<file path="config.mk">
export PLATFORM = sky130hd
export DESIGN_NAME = rtlh_ctrl
export DESIGN_NICKNAME = d
export VERILOG_FILES = /design/src/rtl/rtlh_pkg.sv /design/src/rtl/rtlh_ctrl.sv
export SDC_FILE = /design/constraint.sdc
export NUM_CORES = 1
export LEC_CHECK = 0
export BUFFER_PORTS_ARGS = -buffer_cell sky130_fd_sc_hd__clkbuf_2
export CORE_AREA = 2 2 39 41
export CTS_CLUSTER_SIZE = 8
export DETAILED_ROUTE_END_ITERATION = 8
export DIE_AREA = 0 0 41 43
export GPL_TIMING_DRIVEN = 0
export MAX_ROUTING_LAYER = met4
export SKIP_CTS_REPAIR_TIMING = 1
export SYNTH_ARGS = -nofsm -noshare
export SYNTH_HDL_FRONTEND = slang
export SYNTH_SLANG_ARGS = --single-unit
</file>
<file path="constraint.sdc">
create_clock -name clk -period 1.7 [get_ports clk]
set_input_delay 0.34 -clock clk [delete_from_list [all_inputs] [get_ports clk]]
set_output_delay 0.34 -clock clk [all_outputs]
set_load 0.01 [all_outputs]
</file>
<file path="src/rtl/rtlh_pkg.sv">
package rtlh_pkg;

	// Default sizes
	localparam int THREAD_SLOTS_DEF = 1024;
	localparam int BIN_COUNT_DEF    = 32;

	// Field widths
	localparam int ID_W       = 22;
	localparam int TS_W       = 64;
	localparam int GRP_W      = 11;
	localparam int BIN_W      = 5;
	localparam int CNT_W      = 32;
	localparam int CFG_IDX_W  = 3;
	localparam int CFG_DATA_W = 22;

	// Time units and threshold width (a 64-bit delta against unit << bin)
	localparam int NS_PER_US = 1000;
	localparam int NS_PER_MS = 1000000;
	localparam int THR_W     = 84;

	// Register indexes
	localparam logic [CFG_IDX_W-1:0] REG_CGROUP_FILTER  = 3'd0;
	localparam logic [CFG_IDX_W-1:0] REG_PROCESS_FILTER = 3'd1;
	localparam logic [CFG_IDX_W-1:0] REG_SELECTED_PROC  = 3'd2;
	localparam logic [CFG_IDX_W-1:0] REG_COUNT_OFF_CPU  = 3'd3;
	localparam logic [CFG_IDX_W-1:0] REG_UNIT_MILLIS    = 3'd4;
	localparam logic [CFG_IDX_W-1:0] REG_GROUP_BY       = 3'd5;

	// Grouping codes
	localparam logic [1:0] GROUP_GLOBAL  = 2'd0;
	localparam logic [1:0] GROUP_PROCESS = 2'd1;
	localparam logic [1:0] GROUP_THREAD  = 2'd2;

	typedef struct packed {
		logic             mode;
		logic [ID_W-1:0]  prev_process;
		logic [ID_W-1:0]  prev_thread;
		logic             prev_running;
		logic [ID_W-1:0]  next_process;
		logic [ID_W-1:0]  next_thread;
		logic [TS_W-1:0]  timestamp;
		logic             in_cgroup;
		logic [GRP_W-1:0] read_group;
		logic [BIN_W-1:0] read_bin;
	} in_item_t;

	typedef struct packed {
		logic             recorded;
		logic [BIN_W-1:0] bin_index;
		logic [GRP_W-1:0] group_index;
		logic             dropped;
		logic [CNT_W-1:0] read_count;
	} out_item_t;

	typedef enum logic [3:0] {
		ST_CLEAR,
		ST_IDLE,
		ST_OP,
		ST_RDW,
		ST_SUB,
		ST_THR,
		ST_BIN,
		ST_INC,
		ST_DONE
	} state_t;

	typedef struct packed {
		logic load;
		logic op_exec;
		logic rd_capture;
		logic sub_en;
		logic thr_en;
		logic bin_en;
		logic inc_en;
		logic out_load;
		logic clr_en;
		logic phase;
	} ctrl_cmd_t;

	typedef struct packed {
		logic clr_last;
		logic is_read;
		logic blocked;
		logic meas_go;
		logic meas_ok;
	} dp_status_t;

	// Lower bound in ns of bin b for the selected unit
	function automatic logic [THR_W-1:0] bin_threshold(input logic millis, input int b);
		logic [THR_W-1:0] unit;
		unit = millis ? THR_W'(NS_PER_MS) : THR_W'(NS_PER_US);
		return unit << b;
	endfunction

endpackage

</file>
<file path="src/rtl/rtlh_ctrl.sv">
module rtlh_ctrl (
	input  logic                  clk,
	input  logic                  arst_n,
	input  logic                  in_valid,
	output logic                  in_ready,
	output logic                  out_valid,
	input  logic                  out_ready,
	input  rtlh_pkg::dp_status_t  status,
	output rtlh_pkg::ctrl_cmd_t   cmd
);
	import rtlh_pkg::*;

	state_t state_q, state_n;
	logic   ph_q, ph_n;
	logic   out_valid_q, out_valid_n;

	// State register
	always_ff @(posedge clk or negedge arst_n) begin
		if (!arst_n) begin
			state_q     <= ST_CLEAR;
			ph_q        <= 1'b0;
			out_valid_q <= 1'b0;
		end else begin
			state_q     <= state_n;
			ph_q        <= ph_n;
			out_valid_q <= out_valid_n;
		end
	end

	// Next state and commands
	always_comb begin
		state_n     = state_q;
		ph_n        = ph_q;
		out_valid_n = out_valid_q && !out_ready;
		cmd         = '0;
		cmd.phase   = ph_q;
		in_ready    = 1'b0;
		case (state_q)
			ST_CLEAR: begin
				cmd.clr_en = 1'b1;
				if (status.clr_last) begin
					state_n = ST_IDLE;
				end
			end
			ST_IDLE: begin
				in_ready = 1'b1;
				if (in_valid) begin
					cmd.load = 1'b1;
					ph_n     = 1'b0;
					state_n  = ST_OP;
				end
			end
			ST_OP: begin
				cmd.op_exec = !status.blocked || status.is_read;
				if (status.is_read) begin
					state_n = ST_RDW;
				end else if (status.blocked) begin
					state_n = ST_DONE;
				end else if (status.meas_go) begin
					state_n = ST_SUB;
				end else if (!ph_q) begin
					ph_n = 1'b1;
				end else begin
					state_n = ST_DONE;
				end
			end
			ST_RDW: begin
				cmd.rd_capture = 1'b1;
				state_n        = ST_DONE;
			end
			ST_SUB: begin
				cmd.sub_en = 1'b1;
				state_n    = ST_THR;
			end
			ST_THR: begin
				cmd.thr_en = 1'b1;
				if (status.meas_ok) begin
					state_n = ST_BIN;
				end else if (!ph_q) begin
					ph_n    = 1'b1;
					state_n = ST_OP;
				end else begin
					state_n = ST_DONE;
				end
			end
			ST_BIN: begin
				cmd.bin_en = 1'b1;
				state_n    = ST_INC;
			end
			ST_INC: begin
				cmd.inc_en = 1'b1;
				if (!ph_q) begin
					ph_n    = 1'b1;
					state_n = ST_OP;
				end else begin
					state_n = ST_DONE;
				end
			end
			ST_DONE: begin
				// Hand over once the output register is free
				if (!out_valid_q || out_ready) begin
					cmd.out_load = 1'b1;
					out_valid_n  = 1'b1;
					state_n      = ST_IDLE;
				end
			end
			default: begin
				state_n = ST_IDLE;
			end
		endcase
	end

	assign out_valid = out_valid_q;
endmodule

</file>
After elaboration in Yosys (flattened, before gate mapping)
Index checks and enable logic that the tools add are counted.
- latch bits: 0
- input port bits: 9
- memories: 0
- bits in read-only memories: 0
- register bits: 6
- memory bits (writable): 0
- shift-type cells: 0
- reduce and logical (&&, ||, !) cells: 10
- mux-type cells: 30
- equal/unequal tests: 16
- order comparisons: 0
- div/mod/pow operators: 0
- add/sub/neg operators: 0
- bitwise operators: 0
- $mul: 0
- operator list (operator ; count):
    $mux 4 ; 9
    $pmux 4 s9 ; 1
    $mux 1 ; 19
    $eq 4x3->1 const B ; 4
    $ne 2x2->1 const B ; 7
    $eq 4x2->1 const B ; 2
    $reduce_and 6->1 ; 1
    $ne 5x5->1 const B ; 1
    $eq 4x1->1 const B ; 1
    $eq 4x4->1 const B ; 1
    $logic_not 4->1 ; 1
    $pmux 1 s4 ; 1
    $reduce_and 4->1 ; 1
    $reduce_bool 4->1 ; 1
    $logic_not 1->1 ; 3
    $logic_or 1x1->1 ; 2
    $logic_and 1x1->1 ; 1

Logic depth before layout (Yosys ltp)
- depth in word-level cells: 5
- depth in mapped cells: 5

Worst setup path after synthesis
No wires, ideal clock.
- path type: reg-to-output
- start: register state_q[3]
- end: output cmd[8] (netlist name)
- setup slack: 0.119 ns
- stages on the path, launching flop included: 4
- arrival time: 1.241 ns
- path through: dfrtp_1 buf_6 or4b_4 a21oi_1
- RTL lines (element ; RTL line ; RTL):
    from (decl) ; rtlh_ctrl.sv:13 ; state_t state_q, state_n;
    from (signal assigned) ; rtlh_ctrl.sv:24 ; state_q <= state_n;
    to (decl) ; rtlh_ctrl.sv:9 ; output rtlh_pkg::ctrl_cmd_t cmd

==> reports/results.txt <==
Max Cap Violations: 0
Worst EP required: 1.36 ns
Via count: 542
Total track usage: 0.165
FP Rows: 14
Die Height: 43 µm
Peak VDD IR: 628 µV
CTS clk-pin slew, worst paths: 0.05 ns
Clock root buffer master: clkbuf_4
Commonest non-fill, non-tap cell in the layout: clkbuf_2
Final slew viol count: 0
Antenna-violating nets left: 0
Status: finished, violations left
Pin count of the biggest net entering global routing: 11
Final Non-Filler Cells: 103
Worst Tran Pin Value: 0.328 ns
Seq/Total Area, Yosys: 0.303
Starting Density: 0.358
Failing checks: negative setup slack
Endpoints failing setup: 1
Most frequent cells in the layout: clkbuf_2, nor2_1, dfrtp_1
Worst-Skew Late Latency: 0.24 ns
Initial antenna violation count: 0
Post-synthesis cell type count: 30
Pre-CTS WS: 0.0420 ns
Routability cong.: 0.853
Final TNS setup: -0.159 ns
Critical path data arrival time: 1.52 ns
Max Fclk: 538 MHz
Vias in the first global route: 474
Post-DP HPWL: 926 µm
Final hold vios: 0
Mapped Area: 495 µm²
CP Class: flop to output port
CP Launch Type: flop
DR vias/cell: 5.26
Slew headroom: 0.780
Worst setup EP type: output port
Mapped Nets: 71
CTS Buffer Depth: 2
Register bit total from synthesis: 6
Pwr/cell area: 1350 nW/µm²
Leakage power: 0.361 nW
Hold WC Path Type: input port to flop
Layout cell share with drive strength beyond 1: 0.471
Post-placement cell area: 616 µm²
Avg Cell Area, Syn: 7.99 µm²
Final #Nets: 98
Die width: 41 µm
Fin area: 732 µm²
First-pass GRT wire length: 1.93 mm
DR pass1 iterations: 4
Synth warn: 0
Post-layout minimum cycle time: 1.86 ns
Drt wl/cell: 12.6 µm
Iter 0 DRT Violations: 10
# port buffers: 20
Reg2reg setup slack: 0.16 ns
Final Skew: 0.00286 ns
Grt total ovfl: 0
Die area: 1760 µm²
N_diodes: 0
Syn Inst Count: 62
Residual DRC count: 0
Sink Count: 6
Crit path max fanout: 4
Total Power: 0.988 mW
CTS tree: done
H-tree depth: 1
DP Cell Count: 98
I/O pin cnt: 21
Inserted Clock Buffers: 3
Layout area overhead: 47.7%
Core area: 1380 µm²
RSZ-0062 raised after global routing: yes
Post-route clock period utilization: 1.09
Final worst setup slack: -0.159 ns
Detailed Route WL: 1.29 mm
==> power breakdown <==
group          total, mW  switching (mW)  internal (mW)
Clock              0.128          0.0487         0.0797
Combinational      0.630           0.332          0.298
Sequential         0.230          0.0427          0.187
==> critical path: stages, from the launching register on <==
cell and delay (ns):
dfrtp_1 0.37, buf_6 0.13, or4b_4 0.54, a21oi_2 0.11
buf_2 0.13
==> synth_stat cells (all sizes together) <==
library cell	number	area share
dfrtp	6	0.30
inv	6	0.045
nor2	5	0.038
nor3	5	0.050
o21ai	5	0.050
a21oi	4	0.040
buf	4	0.058
nand2	4	0.030
nand2b	4	0.050
a31oi	2	0.025
nor2b	2	0.025
a21boi	1	0.015
a22o	1	0.018
a32oi	1	0.018
and3	1	0.013
mux2	1	0.023
nand3	1	0.010
nand3b	1	0.040
nand4b	1	0.030
nor4b	1	0.018
o22ai	1	0.013
o31ai	1	0.015
o32ai	1	0.018
or2	1	0.013
or3	1	0.013
or4b	1	0.028
==> logic make-up (layout without fill, tap and decap cells) <==
kind of cell           after synthesis  count (layout)  share of synthesized area
flip-flops                           6               6                      0.303
AND/OR/NAND/NOR                     28              28                      0.359
AO/OA/AOI/OAI                       17              17                      0.212
buffers and inverters               10              35                      0.104
multiplexers                         1               1                     0.0227
==> path summary, 6_finish.rpt <==
check | cells past startpoint | end | startpoint
worst max-delay path | 4 | cmd[8] | state_q[3]
worst min-delay path | 2 | state_q[2] | status[3]
worst max register to register | 5 | state_q[1] | state_q[3]
worst min register to register | 1 | ph_q | ph_q
max in group asynchronous | 2 | state_q[1] | arst_n
min in group asynchronous | 2 | state_q[3] | arst_n
==> layer usage <==
layer	part of all wire	GRT usage	wire, µm	up-vias
met2	0.52	0.244	667	17
met5	0	-	0	-
met4	0	0.0800	0	0
met1	0.44	0.208	573	252
met3	0.040	0.0314	52	0
li1	-	-	-	273
==> final cells by class <==
| class | instances | area, µm² |
|---|---|---|
| Multi-Input combinational cell | 46 | 344 |
| Clock buffer | 3 | 22.5 |
| Timing Repair Buffer | 22 | 130 |
| Fill cell | 150 | 652 |
| Buffer | 4 | 41.3 |
| Tap cell | 16 | 20.0 |
| Sequential cell | 6 | 151 |
| Inverter | 6 | 22.5 |
==> registers in the layout (all words and copies together), names as in the netlist <==
signal and flops:
state_q 4, out_valid 1, ph_q 1
==> stage by stage <==
step	util	hold slack (ns)
after CTS	0.461	-0.0833
after floorplan	-	0.0444
final	0.529	0.330
after global routing	0.529	0.333
after detailed placement	0.445	0.171
after global placement	0.445	0.173
(Power assumes the default switching activity.)
